### src/rtl/hvd_pkg.sv
package hvd_pkg;

    // Port field widths.
    localparam int LAT_W  = 28;
    localparam int LON_W  = 29;
    localparam int RAD_W  = 23;
    localparam int DIST_W = 25;

    // Internal widths.
    localparam int ANG_W  = 30;   // angle in half-microdegrees
    localparam int RED_W  = 31;   // angle after wrap into one turn
    localparam int MAG_W  = 28;   // folded angle magnitude
    localparam int N_W    = 59;   // magnitude times the radian factor numerator
    localparam int Z_W    = 32;   // Q30 radians into the rotator
    localparam int CW     = 34;   // CORDIC datapath
    localparam int SC_W   = 32;   // Q30 sine and cosine
    localparam int SQ_W   = 64;   // square root radicand
    localparam int ROOT_W = 32;
    localparam int H_W    = 31;   // clamped haversine term
    localparam int TH_W   = 32;   // clamped central angle

    localparam int SQRT_STEPS   = 32;
    localparam int ATAN_ENTRIES = 40;

    localparam logic signed [RED_W-1:0] TURN_HALF_UDEG    = 31'sd720000000;
    localparam logic signed [RED_W-1:0] HALF_HALF_UDEG    = 31'sd360000000;
    localparam logic signed [RED_W-1:0] QUARTER_HALF_UDEG = 31'sd180000000;

    // Q30 radians = angle * PI_Q31 / 720e6, reduced to angle * K_NUM / K_DEN.
    localparam logic [30:0] K_NUM = 31'd1686629713;
    localparam logic [27:0] K_DEN = 28'd180000000;
    // floor(2^59 / K_DEN), the reciprocal used for the quotient estimate.
    localparam logic [31:0] K_RECIP = 32'((64'd1 << 59) / 64'd180000000);

    localparam logic signed [CW-1:0] GAIN_INV = 34'sd652032874;
    localparam logic [H_W-1:0]       ONE_Q30  = 31'd1073741824;
    localparam logic [TH_W-1:0]      PI_Q30   = 32'd3373259426;
    localparam logic [RAD_W-1:0]     RADIUS_RST = 23'd6378137;

    localparam logic [31:0] ATAN_TAB [ATAN_ENTRIES] = '{
        32'd843314856, 32'd497837829, 32'd263043836, 32'd133525158, 32'd67021686,
        32'd33543515,  32'd16775850,  32'd8388437,   32'd4194282,   32'd2097149,
        32'd1048575,   32'd524287,    32'd262143,    32'd131071,    32'd65535,
        32'd32767,     32'd16383,     32'd8191,      32'd4095,      32'd2047,
        32'd1023,      32'd511,       32'd255,       32'd127,       32'd63,
        32'd31,        32'd15,        32'd7,         32'd3,         32'd1,
        32'd0,         32'd0,         32'd0,         32'd0,         32'd0,
        32'd0,         32'd0,         32'd0,         32'd0,         32'd0
    };

    typedef struct packed {
        logic signed [SC_W-1:0] sin_q30;
        logic signed [SC_W-1:0] cos_q30;
    } t_sincos;

endpackage

### src/rtl/hvd_isqrt.sv
module hvd_isqrt import hvd_pkg::*; (
    input  logic              i_clk,
    input  logic              i_rst_n,
    input  logic              i_en,
    input  logic              i_valid,
    input  logic [SQ_W-1:0]   i_n,
    output logic              o_valid,
    output logic [ROOT_W-1:0] o_root
);

    logic [SQ_W-1:0] r_n    [SQRT_STEPS];
    logic [SQ_W-1:0] r_root [SQRT_STEPS];
    logic            r_vld  [SQRT_STEPS];

    for (genvar g = 0; g < SQRT_STEPS; g++) begin : g_st
        localparam logic [SQ_W-1:0] BIT = SQ_W'(1) << (SQ_W - 2 - 2 * g);
        logic [SQ_W-1:0] n_in, root_in, t, n_nx, root_nx;
        logic            vld_in;

        if (g == 0) begin : g_first
            assign n_in    = i_n;
            assign root_in = '0;
            assign vld_in  = i_valid;
        end else begin : g_next
            assign n_in    = r_n[g-1];
            assign root_in = r_root[g-1];
            assign vld_in  = r_vld[g-1];
        end

        always_comb begin
            t = root_in + BIT;
            if (n_in >= t) begin
                n_nx    = n_in - t;
                root_nx = (root_in >> 1) + BIT;
            end else begin
                n_nx    = n_in;
                root_nx = root_in >> 1;
            end
        end

        always_ff @(posedge i_clk) begin
            if (!i_rst_n) begin
                r_vld[g] <= 1'b0;
            end else if (i_en) begin
                r_vld[g] <= vld_in;
            end
        end

        always_ff @(posedge i_clk) begin
            if (i_en) begin
                r_n[g]    <= n_nx;
                r_root[g] <= root_nx;
            end
        end
    end

    assign o_valid = r_vld[SQRT_STEPS-1];
    assign o_root  = r_root[SQRT_STEPS-1][ROOT_W-1:0];

endmodule

### config.mk
export PLATFORM = sky130hd
export DESIGN_NAME = hvd_isqrt
export DESIGN_NICKNAME = d
export VERILOG_FILES = /design/src/rtl/hvd_pkg.sv /design/src/rtl/hvd_isqrt.sv
export SDC_FILE = /design/constraint.sdc
export NUM_CORES = 2
export LEC_CHECK = 0
export BUFFER_PORTS_ARGS = -buffer_cell sky130_fd_sc_hd__buf_2
export CORE_ASPECT_RATIO = 1.2
export CORE_MARGIN = 2
export CORE_UTILIZATION = 45
export CTS_CLUSTER_DIAMETER = 150
export DETAILED_ROUTE_END_ITERATION = 10
export GPL_ROUTABILITY_DRIVEN = 0
export PLACE_DENSITY = 0.59
export SYNTH_ARGS = -nofsm -noshare
export SYNTH_HDL_FRONTEND = slang
export SYNTH_MEMORY_MAX_BITS = 65536
export SYNTH_SLANG_ARGS = --single-unit
### constraint.sdc
create_clock -name i_clk -period 5.14 [get_ports i_clk]
set_input_delay 0.771 -clock i_clk [delete_from_list [all_inputs] [get_ports i_clk]]
set_output_delay 0.771 -clock i_clk [all_outputs]
set_load 0.02 [all_outputs]
==> impl_metrics.toml <==
[global_route]
grt_antenna_before_repair = 11
grt_max_degree = 180
grtUsageTotal = 0.2224
grt_pass1_vias = 77476
grt_pass1_wl_um = 470700
grt_remaining_overflow = 0

[die]
pin_count = 101
initial_utilization = 0.4527
rows = 209
die_area_um2 = 275900
core_area_um2 = 270100
die_h_um = 575.0
dieWidth_um = 479.9

[synthesis]
async_reset_ff_frac = 0
syn_inst = 9744
synthMuxAreaShare = 0.007173
synth.top_cell.area_share = 0.6245
synth-xor-area-share = 0.06310
synth_top_family_by_area = "simple AND/OR/NAND/NOR gates"
synth_area_leaders = "edfxtp_1 62%, ha_1 5.7%, xnor2_1 3.2%, xor2_1 3.1%, a21oi_1 2.5%"
synth_simple_gate_area_frac = 0.1229
synthFlopType = "edfxtp_1"
synth_edf_count = 2543
ys_types = 96
synth.yosys.seq_area_share = 0.6246
synth_fa_ha_area_frac = 0.05709
synth_top_cell_by_area = "edfxtp_1"
synth_compound_area_frac = 0.09729
synth_warnings = 0
syn_nets = 10370
yosys_register_bits = 2544
avgSynthCellArea_um2 = 12.55
syn_area_um2 = 122300

[detailed_routing]
drcViolationCount = 3
num_vias = 79063
wl_um = 314900
wl_per_cell_um = 22.80
ant_nets = 0
drtIter0Drc = 6958
dr.pass1.iters = 11
via_per_inst = 5.723

[sta]
timing.setup.tns_ns = 0
fmax_mhz = 210.9
clock_skew_ns = 0.05184
hold_viol_final = 0
rsz0062_at_grt = "false"
post-route-period-util = 0.9226
relSlewSlack = 0.1736
finalMaxSlewViolations = 0
period_minus_slack_ns = 4.742
tightest_slew_ns = 1.240
setup_viol = 0

[clock_tree]
clockRootBuffer = "clkbuf_16"
cts_tree = "yes"
clkTransAtPathRegs_ns = 0.07
clock_sinks = 2544
cts_resized = 0
cts_buffers = 272
clkLatencyLatePin_ns = 0.84
cts_setup_buffers = 0
clk_path_buf_depth = 4
postCtsHoldBufs = 0
h-tree-depth = 5

[critical_path]
worstPathRequired_ns = 5.71
critical_path_class = "register to register"
start_kind = "register"
endpoint_kind = "register"
cp.arrival_ns = 5.31
path_max_fanout = 35

[final_layout]
nNetsFinal = 10641
final_layout_size_suffix_gt1_frac = 0.07523
area_growth_pct = 11.63

[pwr]
peakVddDrop_mv = 0.3172
power_density_nw_per_um2 = 450.6
power.total_mw = 61.51
p_leak_nw = 50.97

[job]
cap_violations = 0

[run_status]
status = "finished with violations"
violations = "design-rule violations"

[place]
dp_hpwl_um = 238300
numPortBuffers = 100

[hold_path]
hold_class = "primary input to register"
==> logic make-up after synthesis <==
| kind of cell | after synthesis |
|---|---|
| DFF | 2544 |
| and+or+nand+nor | 2899 |
| buffers and inverters | 885 |
| xor gates and xnor gates | 881 |
| muxes | 79 |
| adders and majority gates | 558 |
| AOI/OAI and AO/OA | 1898 |
==> synth_stat cells, types with 14 or more instances <==
master and n:
nand3_1 170, nand3b_1 39, o2111ai_1 14, nor3_1 250
edfxtp_1 2543, nor2_1 673, or3_1 112, buf_2 24
inv_1 680, nor4_1 346, xor2_1 433, and3_1 70
clkbuf_1 156, o21ai_0 426, a31oi_1 50, o31ai_1 50
a211oi_1 59, o31a_1 20, and4_1 20, a21oi_1 606
o22ai_1 18, nor2b_1 74, nand2b_1 87, a2111oi_0 15
nand4b_1 30, o21bai_1 53, and2_1 36, o41ai_1 21
a21o_1 241, xnor2_1 448, a21boi_0 27, o21a_1 109
nor3b_1 18, or4_1 74, or2_2 50, nand4_1 161
ha_1 558, a211o_1 19, nand2_1 596, o211ai_1 48
mux2_2 69, nor4b_1 47
==> state kept, by name (all words and copies together) (netlist names) <==
name	count
r_n	1984
r_root	528
r_vld	32
==> per-stage QoR <==
step                utilization  setup slack, ns  area, µm²  cells  hold slack, ns
floorplan                     -            1.733     122300   9744          0.4166
global placement         0.4720           0.4230     127500  13328          0.4264
detailed placement       0.4720           0.4261     127500  13328          0.4251
CTS                      0.5053           0.3928     136500  13809         0.03116
global route             0.5053           0.2758     136500  13811         0.04707
finish                   0.5053           0.3977     136500  13815         0.09781
==> cell usage in the layout (no fill, tap or decap), drive strengths merged, types with 198 or more instances in the layout <==
master / synthesis / layout
nor2: 673 / 673
a21oi: 606 / 606
nor3: 252 / 252
xnor2: 448 / 448
clkbuf: 156 / 320
edfxtp: 2543 / 2543
ha: 558 / 558
inv: 684 / 695
nand2: 596 / 596
buf: 45 / 198
nor4: 347 / 347
a21o: 242 / 242
o21ai: 435 / 435
xor2: 433 / 433
==> critical path: stages (launching register included) <==
cell and delay (ns):
edfxtp_1 0.39, inv_1 0.06, ha_1 0.38, nand3_1 0.14
or2_2 0.42, or4_1 0.52, nor4_1 0.94, nor4_1 0.15
o211a_1 0.17, buf_4 0.23, or4_1 0.69, o31ai_1 0.27
o21ai_0 0.13
==> worst paths after layout <==
| check | from | end | slack, ns | cells after the start |
|---|---|---|---|---|
| setup / recovery | r_root[1][493] | r_n[1][51] | 0.40 | 12 |
| hold / removal | i_n[48] | r_n[0][48] | 0.1 | 1 |
| setup reg to reg | r_root[1][493] | r_n[1][51] | 0.40 | 12 |
| hold reg to reg | r_root[3][276] | r_root[3][339] | 0.43 | 0 |
==> layer usage <==
layer	part of all wire	wire length, µm	vias up	GRT usage
met4	0.053	16590	12	0.1046
li1	-	-	37182	-
met5	0.00029	90	-	0
met1	0.38	120400	38656	0.2607
met3	0.053	16720	657	0.03370
met2	0.51	161200	2556	0.3979
==> power breakdown <==
group / internal [mW] / switching [mW] / total, mW
logic: 5.24 / 7.67 / 12.9
clock network: 11.7 / 8.18 / 19.9
registers: 26.4 / 2.34 / 28.7
total: 43.3 / 18.2 / 61.5
==> final cells by class <==
class	instances	area (µm²)
tap	3587	4488
clock inverter	161	1788
timing repair buffer	198	1514
inverter	684	2567
fill	23011	133600
sequential	2544	76380
clock buffer	320	7187
antenna	6	15.01
multi-input combinational	6315	42560
(Power assumes the default switching activity.)
