$ cat config.mk
export PLATFORM = sky130hd
export DESIGN_NAME = hvd_angle
export DESIGN_NICKNAME = d
export VERILOG_FILES = /design/src/rtl/hvd_pkg.sv /design/src/rtl/hvd_angle.sv
export SDC_FILE = /design/constraint.sdc
export NUM_CORES = 2
export LEC_CHECK = 0
export BUFFER_PORTS_ARGS = -buffer_cell sky130_fd_sc_hd__buf_2
export CAP_MARGIN = 5
export CORE_UTILIZATION = 60
export DETAILED_ROUTE_END_ITERATION = 7
export PLACE_DENSITY = 0.86
export SYNTH_ARGS = -nofsm -noshare
export SYNTH_HDL_FRONTEND = slang
export SYNTH_SLANG_ARGS = --single-unit
$ cat constraint.sdc
create_clock -name i_clk -period 8.68 [get_ports i_clk]
set_input_delay 1.302 -clock i_clk [delete_from_list [all_inputs] [get_ports i_clk]]
set_output_delay 1.302 -clock i_clk [all_outputs]
set_load 0.01 [all_outputs]
$ cat src/rtl/hvd_pkg.sv
package hvd_pkg;

    // Port field widths.
    localparam int LAT_W  = 28;
    localparam int LON_W  = 29;
    localparam int RAD_W  = 23;
    localparam int DIST_W = 25;

    // Internal widths.
    localparam int ANG_W  = 30;   // angle in half-microdegrees
    localparam int RED_W  = 31;   // angle after wrap into one turn
    localparam int MAG_W  = 28;   // folded angle magnitude
    localparam int N_W    = 59;   // magnitude times the radian factor numerator
    localparam int Z_W    = 32;   // Q30 radians into the rotator
    localparam int CW     = 34;   // CORDIC datapath
    localparam int SC_W   = 32;   // Q30 sine and cosine
    localparam int SQ_W   = 64;   // square root radicand
    localparam int ROOT_W = 32;
    localparam int H_W    = 31;   // clamped haversine term
    localparam int TH_W   = 32;   // clamped central angle

    localparam int SQRT_STEPS   = 32;
    localparam int ATAN_ENTRIES = 40;

    localparam logic signed [RED_W-1:0] TURN_HALF_UDEG    = 31'sd720000000;
    localparam logic signed [RED_W-1:0] HALF_HALF_UDEG    = 31'sd360000000;
    localparam logic signed [RED_W-1:0] QUARTER_HALF_UDEG = 31'sd180000000;

    // Q30 radians = angle * PI_Q31 / 720e6, reduced to angle * K_NUM / K_DEN.
    localparam logic [30:0] K_NUM = 31'd1686629713;
    localparam logic [27:0] K_DEN = 28'd180000000;
    // floor(2^59 / K_DEN), the reciprocal used for the quotient estimate.
    localparam logic [31:0] K_RECIP = 32'((64'd1 << 59) / 64'd180000000);

    localparam logic signed [CW-1:0] GAIN_INV = 34'sd652032874;
    localparam logic [H_W-1:0]       ONE_Q30  = 31'd1073741824;
    localparam logic [TH_W-1:0]      PI_Q30   = 32'd3373259426;
    localparam logic [RAD_W-1:0]     RADIUS_RST = 23'd6378137;

    localparam logic [31:0] ATAN_TAB [ATAN_ENTRIES] = '{
        32'd843314856, 32'd497837829, 32'd263043836, 32'd133525158, 32'd67021686,
        32'd33543515,  32'd16775850,  32'd8388437,   32'd4194282,   32'd2097149,
        32'd1048575,   32'd524287,    32'd262143,    32'd131071,    32'd65535,
        32'd32767,     32'd16383,     32'd8191,      32'd4095,      32'd2047,
        32'd1023,      32'd511,       32'd255,       32'd127,       32'd63,
        32'd31,        32'd15,        32'd7,         32'd3,         32'd1,
        32'd0,         32'd0,         32'd0,         32'd0,         32'd0,
        32'd0,         32'd0,         32'd0,         32'd0,         32'd0
    };

    typedef struct packed {
        logic signed [SC_W-1:0] sin_q30;
        logic signed [SC_W-1:0] cos_q30;
    } t_sincos;

endpackage

$ cat src/rtl/hvd_angle.sv
module hvd_angle import hvd_pkg::*; (
    input  logic                    i_clk,
    input  logic                    i_rst_n,
    input  logic                    i_en,
    input  logic                    i_valid,
    input  logic signed [ANG_W-1:0] i_angle,
    output logic                    o_valid,
    output logic signed [Z_W-1:0]   o_z,
    output logic                    o_neg_cos
);

    localparam int NST = 6;

    logic [NST-1:0] r_vld;

    logic signed [RED_W-1:0] r1_v;
    logic [MAG_W-1:0]        r2_mag;
    logic                    r2_sgn, r2_neg;
    logic [N_W-1:0]          r3_n;
    logic                    r3_sgn, r3_neg;
    logic [N_W-1:0]          r4_n;
    logic [31:0]             r4_q0;
    logic                    r4_sgn, r4_neg;
    logic [N_W-1:0]          r5_n;
    logic [31:0]             r5_q0;
    logic [N_W:0]            r5_p;
    logic                    r5_sgn, r5_neg;
    logic signed [Z_W-1:0]   r6_z;
    logic                    r6_neg;

    logic signed [RED_W-1:0] n1_v, ext, fold;
    logic                    n2_neg;
    logic [63:0]             prod4;
    logic [N_W:0]            rem;
    logic [31:0]             q;

    always_comb begin
        ext = RED_W'(i_angle);
        if (ext >= HALF_HALF_UDEG) begin
            n1_v = ext - TURN_HALF_UDEG;
        end else if (ext < -HALF_HALF_UDEG) begin
            n1_v = ext + TURN_HALF_UDEG;
        end else begin
            n1_v = ext;
        end
    end

    // Fold into a quarter turn; the cosine changes sign when folded.
    always_comb begin
        if (r1_v > QUARTER_HALF_UDEG) begin
            fold   = HALF_HALF_UDEG - r1_v;
            n2_neg = 1'b1;
        end else if (r1_v < -QUARTER_HALF_UDEG) begin
            fold   = -HALF_HALF_UDEG - r1_v;
            n2_neg = 1'b1;
        end else begin
            fold   = r1_v;
            n2_neg = 1'b0;
        end
    end

    assign prod4 = 64'(r3_n[N_W-1:N_W-32]) * 64'(K_RECIP);

    // The estimate is low by at most two.
    always_comb begin
        rem = {1'b0, r5_n} - r5_p;
        q   = r5_q0 + 32'(rem >= (N_W+1)'(K_DEN))
                    + 32'(rem >= (N_W+1)'({K_DEN, 1'b0}));
    end

    always_ff @(posedge i_clk) begin
        if (!i_rst_n) begin
            r_vld <= '0;
        end else if (i_en) begin
            r_vld <= {r_vld[NST-2:0], i_valid};
        end
    end

    always_ff @(posedge i_clk) begin
        if (i_en) begin
            r1_v   <= n1_v;
            r2_sgn <= fold[RED_W-1];
            r2_mag <= fold[RED_W-1] ? MAG_W'(-fold) : MAG_W'(fold);
            r2_neg <= n2_neg;
            r3_n   <= N_W'(r2_mag) * N_W'(K_NUM);
            r3_sgn <= r2_sgn;
            r3_neg <= r2_neg;
            r4_n   <= r3_n;
            r4_q0  <= prod4[63:32];
            r4_sgn <= r3_sgn;
            r4_neg <= r3_neg;
            r5_n   <= r4_n;
            r5_q0  <= r4_q0;
            r5_p   <= (N_W+1)'(r4_q0) * (N_W+1)'(K_DEN);
            r5_sgn <= r4_sgn;
            r5_neg <= r4_neg;
            r6_z   <= r5_sgn ? -$signed(q) : $signed(q);
            r6_neg <= r5_neg;
        end
    end

    assign o_valid   = r_vld[NST-1];
    assign o_z       = r6_z;
    assign o_neg_cos = r6_neg;

endmodule

==> impl_metrics.ini <==
[yosys]
ys_types = 99
async_flop_share = 0
synth_flop_cell = edfxtp_1
seq_area_frac_synth = 0.176
avgSynthCellArea_sq_um = 10.6
syn_inst = 5968
synth_edf_count = 367
syn_area_sq_um = 63300
synth-seq-cells = 373
synth_fp_nets = 8046
ys_warn_count = 0

[layout]
fin_cells = 7475
antenna_cells = 0
num-nets-final = 8134
register_area_sq_um = 11100
multi_input_area_sq_um = 45900
fin_area_sq_um = 67200
fillers = 7924
drive_gt1_frac = 0.0430
area_delta_synth_final_pct = 6.05
final_util = 0.645

[cts]
cts_tree = built
htreeDepth = 2
path_clk_slew_ns = 0.06
root_buffer = clkbuf_16
cts_buffer_depth = 3
clkSinkCount = 373
numCtsBuffers = 47
cts_hold_buf = 0
clk_latency_ns = 0.63

[critical_path]
r2r_start = r3_n[52]
required_ns = 9.05
endpoint = r4_q0[31]
cp_cell_sequence = fa_1 > inv_1 > fa_1 > inv_1 > fa_1 > fa_1 > fa_1 > fa_1 > fa_1 > fa_1 > ha_1 > a21oi_1 > nand2_1 > nor2_1 > o211ai_1 > or4b_2 > nand3_1 > a211oi_1 > o311ai_0 > nand2_1 > a211oi_1 > xnor2_1
crit_top_cell = fa_1
r2r_slack_ns = 0.24
path_buf_inv = 2
cp-startpoint = r3_n[52]
crit_family = adder cells
rr_endpoint = r4_q0[31]
r2r_cells = 22
crit_arrival_ns = 8.81
crit_slowest_cell = or4b_2
endpoint_kind = flop
critPathKind = reg2reg
cp.depth = 22
cp_max_fo = 10
max_stage_delay_ns = 0.72
crit_path_start_kind = flop

[routing]
vias_per_cell = 5.81
drc = 0
vias = 43400
drt_first_pass_iters = 7
wl_per_cell_um = 22.0
drt_iter0_markers = 3817
wl_um = 165000
drtAntennaViolNets = 0

[grt]
gr-usage-all-layers = 0.321
antenna_found_initial = 2
grt_pass1_wl_um = 261000
grt_pass1_vias = 46400
grt_overflow = 0
grt_max_degree = 91

[floorplan]
core-area_sq_um = 104000
fp.dieW_um = 327
dieArea_sq_um = 107000
start_util = 0.608
placementRows = 118
io_pins = 68
chipHeight_um = 327

[place]
place_inst = 7378
dpl_cell_area_sq_um = 65400
dp_hpwl_um = 143000
port_buffers = 67
gp_congestion = 1.03

[timing]
slew_viol_final = 0
worstMarginPinSlew_ns = 1.16
setup_viol = 0
finalHoldViolations = 0
finalSetupTns_ns = 0
skew_ns = 0.0325
rsz0062_at_grt = no
period_share = 0.972
fmax_mhz = 118
relSlewSlack = 0.224
period_minus_slack_ns = 8.44

[run]
maxCapViolCount = 0

[status]
status = finished, final reports clean

[worst_hold_path]
min_path_type = reg2reg
cells in the mapped netlist (14+ instances only):
library cell | number | share of area
xnor2_1 | 207 | 0.029
nor2b_1 | 23 | 0.0023
a21oi_1 | 241 | 0.019
and2_1 | 18 | 0.0018
o31ai_1 | 26 | 0.0031
inv_1 | 1571 | 0.093
o21ai_0 | 161 | 0.013
nand3_1 | 70 | 0.0055
and3_1 | 29 | 0.0029
edfxtp_1 | 367 | 0.17
o21bai_1 | 30 | 0.0036
o21a_1 | 35 | 0.0041
clkbuf_1 | 67 | 0.0040
a21o_1 | 125 | 0.015
xor2_1 | 83 | 0.011
ha_1 | 940 | 0.19
nor4_1 | 16 | 0.0016
mux2i_1 | 14 | 0.0022
nand2b_1 | 29 | 0.0029
a31oi_1 | 37 | 0.0037
nor2_1 | 147 | 0.0087
nand4_1 | 52 | 0.0051
or3_1 | 19 | 0.0019
fa_1 | 1104 | 0.35
a211oi_1 | 25 | 0.0030
or2_2 | 20 | 0.0020
o211ai_1 | 14 | 0.0017
nor3_1 | 50 | 0.0040
nand2_1 | 201 | 0.012
metal layers:
layer	track usage	wire, um	vias up
met5	0	13	-
met4	0.102	5900	2
met3	0.0591	13500	326
met2	0.525	78000	1818
met1	0.434	67300	21800
li1	-	-	19500
flip-flops by register name, summed over array words and instances, names as in the netlist:
name,flops
r5_n,51
r1_v,31
r2_mag,28
r_vld,6
r2_neg,1
r4_q0,32
r5_neg,1
r3_n,51
r3_neg,1
o_z,32
o_neg_cos,1
r4_neg,1
r5_p,50
r2_sgn,1
r5_sgn,1
r4_n,51
r5_q0,32
r3_sgn,1
r4_sgn,1
layout make-up:
cell class / count / share of cell area
timing repair buffer: 124 / 0.0115
clock inverter: 37 / 0.00682
inverter: 1572 / 0.0879
sequential: 373 / 0.166
clock buffer: 51 / 0.0181
tap: 1380 / 0.0257
multi-input combinational: 3938 / 0.684
logic make-up (layout without fill, tap and decap cells):
kind of cell,Yosys count,count (layout),synth area share
buffers and inverters,1657,1784,0.0986
AO/OA/AOI/OAI,849,849,0.0878
multiplexers,18,18,0.00292
flip-flops,373,373,0.176
XOR/XNOR,290,290,0.0401
adder cells (fa/ha/maj),2044,2044,0.535
AND/OR/NAND/NOR,737,737,0.0600
what timing repair did:
item / 4_1_cts / 5_1_grt
setup buffers: 0 / 9
endpoints found under the hold margin: 0 / 0
gates resized for setup: 0 / 1
setup endpoints to repair: 0 / 6
layout by cell type (no fill, tap or decap), drive strengths merged, types with 30 or more instances in the layout:
cell type	netlist	layout
inv	1572	1584
fa	1104	1104
ha	940	940
edfxtp	367	367
a21oi	242	242
xnor2	207	207
nand2	201	201
o21ai	163	163
nor2	150	150
a21o	125	125
buf	18	124
xor2	83	83
nand3	70	70
nand4	52	52
nor3	51	51
clkbuf	67	51
a31oi	37	37
o21a	35	35
o21bai	30	30
worst min-delay path by stage:
| stage | startpoint | to | depth (start not counted) |
|---|---|---|---|
| after floorplan | r5_neg | o_neg_cos | 0 |
| after global placement | r4_n[40] | r5_n[40] | 0 |
| after detailed placement | r3_n[10] | r4_n[10] | 0 |
| after CTS | r3_n[9] | r4_n[9] | 0 |
| after global routing | r4_n[38] | r5_n[38] | 0 |
| final | r3_n[15] | r4_n[15] | 0 |
metrics by stage:
stage	worst slack (ns)	hold slack [ns]
6_report	0.239	0.415
5_1_grt	0.00458	0.424
4_1_cts	0.147	0.415
3_5_place_dp	0.140	0.405
3_3_place_gp	0.211	0.401
2_1_floorplan	1.05	0.400
Power is left out: the tool's default activity adds up to more than one toggle a clock period on the data nets, which glitch-free logic cannot reach.
